### config.mk
export PLATFORM = sky130hd
export DESIGN_NAME = button_gesture_detector_core
export DESIGN_NICKNAME = d
export VERILOG_FILES = /design/src/bgd_pkg.sv /design/src/bgd_step.sv /design/src/button_gesture_detector_core.sv
export SDC_FILE = /design/constraint.sdc
export NUM_CORES = 1
export LEC_CHECK = 0
export BUFFER_PORTS_ARGS = -buffer_cell sky130_fd_sc_hd__buf_4
export CORE_MARGIN = 2
export CORE_UTILIZATION = 50
export CTS_CLUSTER_DIAMETER = 150
export DETAILED_ROUTE_END_ITERATION = 8
export PLACE_DENSITY = 0.65
export SETUP_SLACK_MARGIN = 0.4
export SKIP_CTS_REPAIR_TIMING = 1
export SYNTH_ARGS = -nofsm -noshare
export SYNTH_HDL_FRONTEND = slang
export SYNTH_SLANG_ARGS = --single-unit
### constraint.sdc
create_clock -name clk -period 9.24 [get_ports clk]
set_clock_uncertainty 0.05 [all_clocks]
set_input_delay 0.924 -clock clk [delete_from_list [all_inputs] [get_ports clk]]
set_output_delay 0.924 -clock clk [all_outputs]
set_load 0.02 [all_outputs]
### src/bgd_pkg.sv
// ----------------------------------------------------------------------------
// bgd_pkg
// Shared types and constants for the button gesture detector: the
// configuration register set, its indexes and reset values, and the
// per-sample result record.
// ----------------------------------------------------------------------------
package bgd_pkg;

  // Configuration port geometry
  localparam int unsigned CFG_ADDR_BITS = 3;
  localparam int unsigned CFG_DATA_BITS = 16;

  // Register indexes
  localparam logic [CFG_ADDR_BITS-1:0] REG_PRESSED_LEVEL = 3'd0;
  localparam logic [CFG_ADDR_BITS-1:0] REG_CLICK_MAX_MS  = 3'd1;
  localparam logic [CFG_ADDR_BITS-1:0] REG_SETTLE_MS     = 3'd2;
  localparam logic [CFG_ADDR_BITS-1:0] REG_HOLD_MS       = 3'd3;
  localparam logic [CFG_ADDR_BITS-1:0] REG_STREAK_GAP_MS = 3'd4;
  localparam logic [CFG_ADDR_BITS-1:0] REG_STREAK_COUNT  = 3'd5;

  // Register reset values
  localparam logic        RST_PRESSED_LEVEL = 1'b0;
  localparam logic [15:0] RST_CLICK_MAX_MS  = 16'd500;
  localparam logic [15:0] RST_SETTLE_MS     = 16'd0;
  localparam logic [15:0] RST_HOLD_MS       = 16'd1000;
  localparam logic [15:0] RST_STREAK_GAP_MS = 16'd400;
  localparam logic [7:0]  RST_STREAK_COUNT  = 8'd2;

  // Configuration register set
  typedef struct packed {
    logic        pressed_level;
    logic [15:0] click_max_ms;
    logic [15:0] settle_ms;
    logic [15:0] hold_ms;
    logic [15:0] streak_gap_ms;
    logic [7:0]  streak_count;
  } cfg_t;

  // One result per sample
  typedef struct packed {
    logic        pressed;
    logic        press_edge;
    logic        release_edge;
    logic        click;
    logic        held;
    logic [31:0] press_ms;
    logic        streak_press_done;
    logic        streak_release_done;
    logic        streak_click_done;
  } result_t;

endpackage

### src/bgd_step.sv
// ----------------------------------------------------------------------------
// bgd_step
// Combinational per-sample update: derives edges, timestamps, streak
// counters and the result record from the current state and one sample.
// ----------------------------------------------------------------------------
module bgd_step #(
  parameter int unsigned TIME_BITS   = 32,
  parameter int unsigned STREAK_BITS = 8
) (
  input  bgd_pkg::cfg_t           cfg,
  input  logic                    raw_level,
  input  logic                    level_now,
  input  logic [TIME_BITS-1:0]    tick_time,
  input  logic [TIME_BITS-1:0]    press_time,
  input  logic [TIME_BITS-1:0]    prev_press_time,
  input  logic [TIME_BITS-1:0]    release_time,
  input  logic [TIME_BITS-1:0]    prev_release_time,
  input  logic [STREAK_BITS-1:0]  press_streak,
  input  logic [STREAK_BITS-1:0]  release_streak,
  input  logic [STREAK_BITS-1:0]  click_streak,
  output logic                    level_now_next,
  output logic [TIME_BITS-1:0]    tick_time_next,
  output logic [TIME_BITS-1:0]    press_time_next,
  output logic [TIME_BITS-1:0]    prev_press_time_next,
  output logic [TIME_BITS-1:0]    release_time_next,
  output logic [TIME_BITS-1:0]    prev_release_time_next,
  output logic [STREAK_BITS-1:0]  press_streak_next,
  output logic [STREAK_BITS-1:0]  release_streak_next,
  output logic [STREAK_BITS-1:0]  click_streak_next,
  output bgd_pkg::result_t        res
);

  localparam int unsigned CMP_BITS = (STREAK_BITS > 8) ? STREAK_BITS : 8;
  localparam int unsigned PMS_BITS = (TIME_BITS > 32) ? TIME_BITS : 32;
  localparam logic [STREAK_BITS-1:0] S_MAX = {STREAK_BITS{1'b1}};
  localparam logic [STREAK_BITS-1:0] S_ONE = STREAK_BITS'(1);

  logic                   now, pe, re;
  logic [TIME_BITS-1:0]   gap, settle, hold, click_max;
  logic [TIME_BITS-1:0]   press_gap, release_gap, click_gap;
  logic [TIME_BITS-1:0]   since_press, since_release, press_len;
  logic [PMS_BITS-1:0]    since_press_ext;
  logic [CMP_BITS-1:0]    count_ext;
  logic [STREAK_BITS-1:0] ps_upd, rs_upd, cs_upd;
  logic                   short_press, settled;
  logic                   press_end, release_end, click_end;

  // Saturating streak increment
  function automatic logic [STREAK_BITS-1:0] bump(input logic [STREAK_BITS-1:0] s);
    bump = (s == S_MAX) ? S_MAX : s + S_ONE;
  endfunction

  always_comb begin
    gap       = TIME_BITS'(cfg.streak_gap_ms);
    settle    = TIME_BITS'(cfg.settle_ms);
    hold      = TIME_BITS'(cfg.hold_ms);
    click_max = TIME_BITS'(cfg.click_max_ms);
    count_ext = CMP_BITS'(cfg.streak_count);

    // Level and edges
    now = (raw_level == cfg.pressed_level);
    pe  = now && !level_now;
    re  = !now && level_now;

    // Gaps measured against the stored timestamps
    press_gap   = tick_time - press_time;
    release_gap = tick_time - release_time;
    click_gap   = press_time - release_time;

    // Timestamp updates
    press_time_next        = pe ? tick_time : press_time;
    prev_press_time_next   = pe ? press_time : prev_press_time;
    release_time_next      = re ? tick_time : release_time;
    prev_release_time_next = re ? release_time : prev_release_time;

    since_press   = pe ? '0 : press_gap;
    since_release = re ? '0 : release_gap;
    press_len     = release_time_next - press_time_next;
    short_press   = press_len < click_max;
    settled       = since_release >= settle;

    // Streak counts on edges
    ps_upd = press_streak;
    if (pe) begin
      ps_upd = (press_streak == '0 || press_gap > gap) ? S_ONE : bump(press_streak);
    end
    rs_upd = release_streak;
    if (re) begin
      rs_upd = (release_streak == '0 || release_gap > gap) ? S_ONE : bump(release_streak);
    end
    cs_upd = click_streak;
    if (re) begin
      if (!short_press) begin
        cs_upd = '0;
      end else if (click_streak == '0 || click_gap > gap) begin
        cs_upd = S_ONE;
      end else begin
        cs_upd = bump(click_streak);
      end
    end

    // Streak ends after the gap timeout
    press_end   = !pe && ps_upd != '0 && since_press > gap;
    release_end = !re && rs_upd != '0 && since_release > gap;
    click_end   = !now && !re && cs_upd != '0 && since_release > gap && settled;

    press_streak_next   = press_end ? '0 : ps_upd;
    release_streak_next = release_end ? '0 : rs_upd;
    click_streak_next   = click_end ? '0 : cs_upd;

    level_now_next = now;
    tick_time_next = tick_time + TIME_BITS'(1);

    // Result record
    since_press_ext = PMS_BITS'(since_press);
    res.pressed             = now;
    res.press_edge          = pe;
    res.release_edge        = re;
    res.click               = !now && short_press && settled;
    res.held                = now && since_press > hold;
    res.press_ms            = since_press_ext[31:0];
    res.streak_press_done   = press_end && (CMP_BITS'(ps_upd) == count_ext);
    res.streak_release_done = release_end && (CMP_BITS'(rs_upd) >= count_ext);
    res.streak_click_done   = click_end && (CMP_BITS'(cs_upd) >= count_ext);
  end

endmodule

### src/button_gesture_detector_core.sv
// ----------------------------------------------------------------------------
// button_gesture_detector_core
// Button click, double click and hold detector: one raw sample per tick in,
// one result record per sample out.
// ----------------------------------------------------------------------------
// Accepts one button sample per clock while the output is not stalled and
// returns one result per sample. A sample is held in an input register, then
// the whole state update (edge detect, timestamps, streak counters, threshold
// compares) runs combinationally into the output register, so the rate is set
// by that single state-update loop: one sample per cycle sustained while the
// output is not stalled. The user is to write configuration registers through
// the plain write port only while no samples are in flight; the block itself
// does not enforce this. Indexes above the last register are ignored.
module button_gesture_detector_core #(
  parameter int unsigned TIME_BITS   = 32,
  parameter int unsigned STREAK_BITS = 8
) (
  input  logic                              clk,
  input  logic                              rst,
  // Configuration write port
  input  logic                              cfg_wr_en,
  input  logic [bgd_pkg::CFG_ADDR_BITS-1:0] cfg_addr,
  input  logic [bgd_pkg::CFG_DATA_BITS-1:0] cfg_wdata,
  // Sample channel
  input  logic                              in_valid,
  output logic                              in_stall,
  input  logic                              raw_level,
  // Result channel
  output logic                              out_valid,
  input  logic                              out_stall,
  output logic                              pressed,
  output logic                              press_edge,
  output logic                              release_edge,
  output logic                              click,
  output logic                              held,
  output logic [31:0]                       press_ms,
  output logic                              streak_press_done,
  output logic                              streak_release_done,
  output logic                              streak_click_done
);

  bgd_pkg::cfg_t    cfg;
  bgd_pkg::result_t res_next;
  bgd_pkg::result_t res;

  logic                   in_reg_valid;
  logic                   in_reg_level;
  logic                   advance;

  logic                   level_now, level_now_next;
  logic [TIME_BITS-1:0]   tick_time, tick_time_next;
  logic [TIME_BITS-1:0]   press_time, press_time_next;
  logic [TIME_BITS-1:0]   prev_press_time, prev_press_time_next;
  logic [TIME_BITS-1:0]   release_time, release_time_next;
  logic [TIME_BITS-1:0]   prev_release_time, prev_release_time_next;
  logic [STREAK_BITS-1:0] press_streak, press_streak_next;
  logic [STREAK_BITS-1:0] release_streak, release_streak_next;
  logic [STREAK_BITS-1:0] click_streak, click_streak_next;

  // Configuration registers
  always_ff @(posedge clk) begin
    if (rst) begin
      cfg.pressed_level <= bgd_pkg::RST_PRESSED_LEVEL;
      cfg.click_max_ms  <= bgd_pkg::RST_CLICK_MAX_MS;
      cfg.settle_ms     <= bgd_pkg::RST_SETTLE_MS;
      cfg.hold_ms       <= bgd_pkg::RST_HOLD_MS;
      cfg.streak_gap_ms <= bgd_pkg::RST_STREAK_GAP_MS;
      cfg.streak_count  <= bgd_pkg::RST_STREAK_COUNT;
    end else if (cfg_wr_en) begin
      unique case (cfg_addr)
        bgd_pkg::REG_PRESSED_LEVEL: cfg.pressed_level <= cfg_wdata[0];
        bgd_pkg::REG_CLICK_MAX_MS:  cfg.click_max_ms  <= cfg_wdata;
        bgd_pkg::REG_SETTLE_MS:     cfg.settle_ms     <= cfg_wdata;
        bgd_pkg::REG_HOLD_MS:       cfg.hold_ms       <= cfg_wdata;
        bgd_pkg::REG_STREAK_GAP_MS: cfg.streak_gap_ms <= cfg_wdata;
        bgd_pkg::REG_STREAK_COUNT:  cfg.streak_count  <= cfg_wdata[7:0];
        default: ;
      endcase
    end
  end

  // Flow control: input register moves to output register when it is free
  assign advance  = in_reg_valid && (!out_valid || !out_stall);
  assign in_stall = in_reg_valid && !advance;

  // Input register
  always_ff @(posedge clk) begin
    if (rst) begin
      in_reg_valid <= 1'b0;
    end else if (in_valid && !in_stall) begin
      in_reg_valid <= 1'b1;
    end else if (advance) begin
      in_reg_valid <= 1'b0;
    end
  end

  always_ff @(posedge clk) begin
    if (in_valid && !in_stall) begin
      in_reg_level <= raw_level;
    end
  end

  // Per-sample update
  bgd_step #(
    .TIME_BITS   (TIME_BITS),
    .STREAK_BITS (STREAK_BITS)
  ) u_step (
    .cfg                    (cfg),
    .raw_level              (in_reg_level),
    .level_now              (level_now),
    .tick_time              (tick_time),
    .press_time             (press_time),
    .prev_press_time        (prev_press_time),
    .release_time           (release_time),
    .prev_release_time      (prev_release_time),
    .press_streak           (press_streak),
    .release_streak         (release_streak),
    .click_streak           (click_streak),
    .level_now_next         (level_now_next),
    .tick_time_next         (tick_time_next),
    .press_time_next        (press_time_next),
    .prev_press_time_next   (prev_press_time_next),
    .release_time_next      (release_time_next),
    .prev_release_time_next (prev_release_time_next),
    .press_streak_next      (press_streak_next),
    .release_streak_next    (release_streak_next),
    .click_streak_next      (click_streak_next),
    .res                    (res_next)
  );

  // Detector state
  always_ff @(posedge clk) begin
    if (rst) begin
      level_now         <= 1'b0;
      tick_time         <= '0;
      press_time        <= '0;
      prev_press_time   <= '0;
      release_time      <= '0;
      prev_release_time <= '0;
      press_streak      <= '0;
      release_streak    <= '0;
      click_streak      <= '0;
    end else if (advance) begin
      level_now         <= level_now_next;
      tick_time         <= tick_time_next;
      press_time        <= press_time_next;
      prev_press_time   <= prev_press_time_next;
      release_time      <= release_time_next;
      prev_release_time <= prev_release_time_next;
      press_streak      <= press_streak_next;
      release_streak    <= release_streak_next;
      click_streak      <= click_streak_next;
    end
  end

  // Output register
  always_ff @(posedge clk) begin
    if (rst) begin
      out_valid <= 1'b0;
    end else if (advance) begin
      out_valid <= 1'b1;
    end else if (!out_stall) begin
      out_valid <= 1'b0;
    end
  end

  always_ff @(posedge clk) begin
    if (advance) begin
      res <= res_next;
    end
  end

  assign pressed             = res.pressed;
  assign press_edge          = res.press_edge;
  assign release_edge        = res.release_edge;
  assign click               = res.click;
  assign held                = res.held;
  assign press_ms            = res.press_ms;
  assign streak_press_done   = res.streak_press_done;
  assign streak_release_done = res.streak_release_done;
  assign streak_click_done   = res.streak_click_done;

endmodule

# [Yosys cells after proc, flatten, opt, wreduce, memory -nomap -nowiden]
# Cells that the tools add are included.
[op_classes] add_sub_neg=8 n_lt_le_gt_ge=10 n_eq_ne=11 n_mux=21 n_reduce_logical=45
[ops] cell="$gt A32 B16 Y1" n=6
[ops] cell="$mux W32" n=4
[ops] cell="$sub A32 B32 Y32" n=4
[ops] cell="$mux W8" n=13
[ops] cell="$add A32 B1 Y32 const B" n=1
[ops] cell="$ge A32 B16 Y1" n=1
[ops] cell="$lt A32 B16 Y1" n=1
[ops] cell="$add A8 B1 Y8 const B" n=3
[ops] cell="$eq A8 B8 Y1 const B" n=3
[ops] cell="$logic_not A8 Y1" n=3
[ops] cell="$reduce_bool A8 Y1" n=3
[ops] cell="$logic_and A1 B1 Y1" n=19
[ops] cell="$ge A8 B8 Y1" n=2
[ops] cell="$reduce_and A2 Y1" n=6
[ops] cell="$eq A8 B8 Y1" n=1
[ops] cell="$logic_not A1 Y1" n=8
[ops] cell="$eq A3 B2 Y1 const B" n=2
[ops] cell="$eq A3 B3 Y1 const B" n=2
[ops] cell="$logic_or A1 B1 Y1" n=4
[ops] cell="$mux W1" n=4
[ops] cell="$eq A3 B1 Y1 const B" n=1
[ops] cell="$logic_not A3 Y1" n=1
[ops] cell="$ne A2 B1 Y1 const B" n=1
[ops] cell="$reduce_bool A2 Y1" n=1
[ops] cell="$eq A1 B1 Y1" n=1
[word_totals] regBits=237 input_bits=25 out_inout_bits=42 word_cells=120

# [Depth between registers and ports, before layout]
[depth] ltp_word=13 ltp_mapped=45 depth_no_buf=40

# [By module]
# From an unflattened synthesis, not the netlist that was laid out.
[hier_totals] hier_cells=3716 hier_area_um2=29218.0
[modules_own_cells] mod="bgd_step" n_inst=1 cells_per_inst=2586 area_each_um2=16603.4 seq_area_each_um2=0.0
[modules_own_cells] mod="button_gesture_detector_core" n_inst=1 cells_per_inst=1130 area_each_um2=12614.6 seq_area_each_um2=6436.2

# [Least setup slack after synthesis]
# No wires, ideal clock.
[synth_path] path_type="register -> register" start="register in_reg_level" end="register res (netlist bit streak_click_done) (data pin)" setup_time_ps=274 t_arrival_ps=7906 required_ps=8916 path_slack_ps=1009 path_stages_with_launch=43 n_path_buf=5 synth_period_minus_slack_ps=8231 cell_sequence="edfxtp_1 > xor2_4 > nand2_1 > clkinv_1 > clkbuf_1 > buf_1 > clkbuf_1 > nand2_1 > o21ai_0 > ha_1 > clkbuf_1 > nand4b_1 > mux2i_1 > a311oi_1 > o22a_2 > a21oi_1 > nor2_1 > nor2_1 > [... 7 more ...] > nand4b_1 > or4_1 > buf_4 > nand2_1 > o211ai_1 > ha_1 > nand2b_1 > a21oi_1 > nor2b_1 > o21ai_0 > nand2b_1 > a21oi_1 > nor2b_1 > o21ai_0 > nand2b_1 > a21oi_1 > or2_2 > a41oi_2"
[synth_rtl] item="start, declared" line_no="button_gesture_detector_core.sv:47" text="logic in_reg_level;"
[synth_rtl] item="start signal, assigned" line_no="button_gesture_detector_core.sv:99" text="in_reg_level <= raw_level;"
[synth_rtl] item="end signal, assigned" line_no="button_gesture_detector_core.sv:169" text="res <= res_next;"
[synth_rtl] item="end, declared" line_no="button_gesture_detector_core.sv:44" text="bgd_pkg::result_t res;"

==> run summary <==
Routed Antenna Nets -> 0
# nets final -> 3340
reg2reg path depth -> 37
Max Root-Sink Buffers -> 3
Ys Warns -> 0
layout cells sized above 1 -> 0.0711
DP HPWL -> 63400 um
critical path's most frequent cell -> a21oi_1
switching share of power -> 0.334
largest net degree at the start of global routing -> 98
final hold slack -> 404 ps
total negative slack -> 0 ps
initial antenna violation count -> 0
dpl cell area -> 23900 um^2
Power Total -> 3.28 mW
Area Overhead vs Synth -> 8.27%
row count -> 78
core area -> 45500 um^2
Die Y -> 219 um
most instantiated library cell after synthesis -> nand2_1
sequential area share after synthesis -> 0.223
HP Class -> reg -> reg
gr ovfl total -> 0
Post-synth top flop -> dfxtp_1
gr usage total -> 0.328
Worst Max-Slew Pin Slew -> 1380 ps
DRT Wirelength -> 80600 um
outcome -> finished, final reports clean
RSZ-0062 raised after global routing -> no
first drt pass iteration count -> 6
met2 Use GR -> 0.504
placed cells -> 3610
min cycle time layout -> 8260 ps
Mapped Nets -> 3372
library cells used by synthesis -> 115
Final Core Density -> 0.550
non-filler instance count after layout -> 3668
Comb power frac -> 0.283
number of port buffers -> 66
clk sinks -> 237
Internal Pwr Total -> 2.18 mW
slowest library cell on the worst path -> or4_4
Max Freq -> 121 MHz
H-tree levels -> 1
Mapped Avg Cell Area -> 7.50 um^2
Clock Latency Late Sink -> 610 ps
WHS Path Cells -> 2
r2r setup slk -> 980 ps
initial DRC count -> 2573
dominant cell type by area after synthesis -> dfxtp_1
Post-synth ARST share -> 0
EDFF count, synth -> 41
CTS tree -> built
CTS clk-pin slew, worst paths -> 60 ps
Required @ worst endpoint -> 9520 ps
global-route wire length before repair -> 123000 um
GP Congestion -> 0.999
Worst setup EP type -> register
Slew Viols, Final -> 0
Via density -> 6.32
Net Sw Power -> 1.10 mW
met3 Track Usage GR -> 0.0424
worst setup path class -> reg -> reg
Initial Util -> 0.508
crit path max fanout -> 15
clock root cell -> clkbuf_16
Slew headroom -> 0.0785
CP max stage delay -> 690 ps
cell area after layout -> 25000 um^2
Post-Place Setup Slack -> 449 ps
Arr. time, crit path -> 8540 ps
register share of total power -> 0.336
Final Cycle Share -> 0.894
Ports -> 67
Yosys reg bits -> 237
Hold Vio Cnt, Final -> 0
P_leak -> 10.8 nW
Area contributors post-synth -> dfxtp_1 17%, ha_1 14%, a21oi_1 6.9%
Synth top area share -> 0.170
max-cap viol count -> 0
pwr/cell area -> 131 nW/um^2
met1 capacity usage during global routing -> 0.467
FF-to-FF Start -> in_reg_level$_DFFE_PP_
proportion of power drawn by the clock network -> 0.381
# setup viols final -> 0
Startpoint Class -> register
die area -> 47900 um^2
Hold Path Origin -> release_time[14]$_SDFFE_PP0P_
via count -> 23200
critical path startpoint -> in_reg_level$_DFFE_PP_
Mapped Cells -> 3077
top cells by count, synth -> 394 x nand2_1, 316 x a21oi_1, 267 x ha_1, 246 x nor2_1, 196 x dfxtp_1
number of global-route vias before repair -> 21200
DRC Markers -> 0
Fill cells -> 4435
worst setup margin -> 983 ps
Die Wd -> 219 um
gr busiest metal -> met2
post-synthesis cell area -> 23100 um^2
WL/cell -> 22.0 um
ant diodes -> 0
CTS Buf Count -> 29
IR drop worst, VDD -> 155 uV
[per-layer routing]
| layer | routed length (um) | up-vias |
|---|---|---|
| met5 | 0 | - |
| met4 | 3090 | 0 |
| met3 | 6760 | 158 |
| met2 | 34600 | 1033 |
| met1 | 36200 | 10900 |
| li1 | - | 11000 |
[power groups by stage]
stage | logic [mW] | clock network [mW] | registers (mW)
2_1_floorplan | 0.616 | 0 | 1.14
3_3_place_gp | 0.882 | 0 | 1.13
3_5_place_dp | 0.896 | 0 | 1.13
4_1_cts | 0.901 | 1.27 | 1.10
5_1_grt | 1.01 | 1.30 | 1.11
6_report | 0.928 | 1.25 | 1.10
[flip-flops by register name (all words and copies together), names as in the netlist, 8 cells and up, named ones only]
name / flops
tick_time: 32
cfg: 73
click_streak: 8
release_streak: 8
release_time: 31
press_ms: 32
press_time: 32
press_streak: 8
[worst max-delay path, delay by kind of cell, from the launching register on]
| kind | cells | cell delay [ps] |
|---|---|---|
| AO/OA/AOI/OAI | 18 | 3700 |
| XOR/XNOR | 2 | 370 |
| adder cells (fa/ha/maj) | 3 | 930 |
| buffers and inverters | 2 | 410 |
| flip-flops | 1 | 470 |
| AND/OR/NAND/NOR | 12 | 2040 |
[worst paths after layout]
| check | end |
|---|---|
| max | streak_click_done$_DFFE_PP_ |
| max reg2reg | streak_click_done$_DFFE_PP_ |
| min | release_time[14]$_SDFFE_PP0P_ |
| min reg2reg | release_time[14]$_SDFFE_PP0P_ |
[logic make-up (layout without fill, tap and decap cells)]
family          after synthesis  in the layout  share of synthesized area
simple gates               1149           1149                      0.245
compound gates              903            903                      0.257
xor+xnor                    135            135                     0.0527
buf+inv                     357            348                     0.0608
mux                          24             24                     0.0140
fa+ha+maj                   272            272                      0.148
flops                       237            237                      0.223
[cells in the final DEF (no fill, tap or decap), drive strengths merged, types with 10 or more instances in the layout]
cell type  synthesis  layout
o211ai            29      29
a21oi            320     320
nor3              54      54
a22o              12      12
nor4              20      20
nand2            395     395
nor2             248     248
or3               27      27
nand2b            34      34
or2               12      12
and4              14      14
a211o             10      10
o21bai            17      17
dfxtp            196     196
o31ai             14      14
edfxtp            41      41
and3              32      32
nand3             70      70
nor2b             53      53
nand3b            17      17
xor2              56      56
mux2i             15      15
xnor2             78      78
a31oi             23      23
a211oi            42      42
or4               12      12
a21o             113     113
buf               24      99
and2              59      59
ha               267     267
nor3b             10      10
nand4             68      68
clkbuf           138      42
o2111ai           12      12
inv              194     196
o22ai             13      13
o21ai            142     142
o21a              37      37
[cell type report]
cell class,count,area (um^2),share of cell area
Sequential cell,237,5160,0.206
Clock buffer,42,911,0.0364
Tap cell,600,751,0.0300
Multi-Input combinational cell,2483,16600,0.662
Inverter,195,739,0.0296
Timing Repair Buffer,99,751,0.0300
Clock inverter,12,134,0.00536
(Power assumes the default switching activity.)
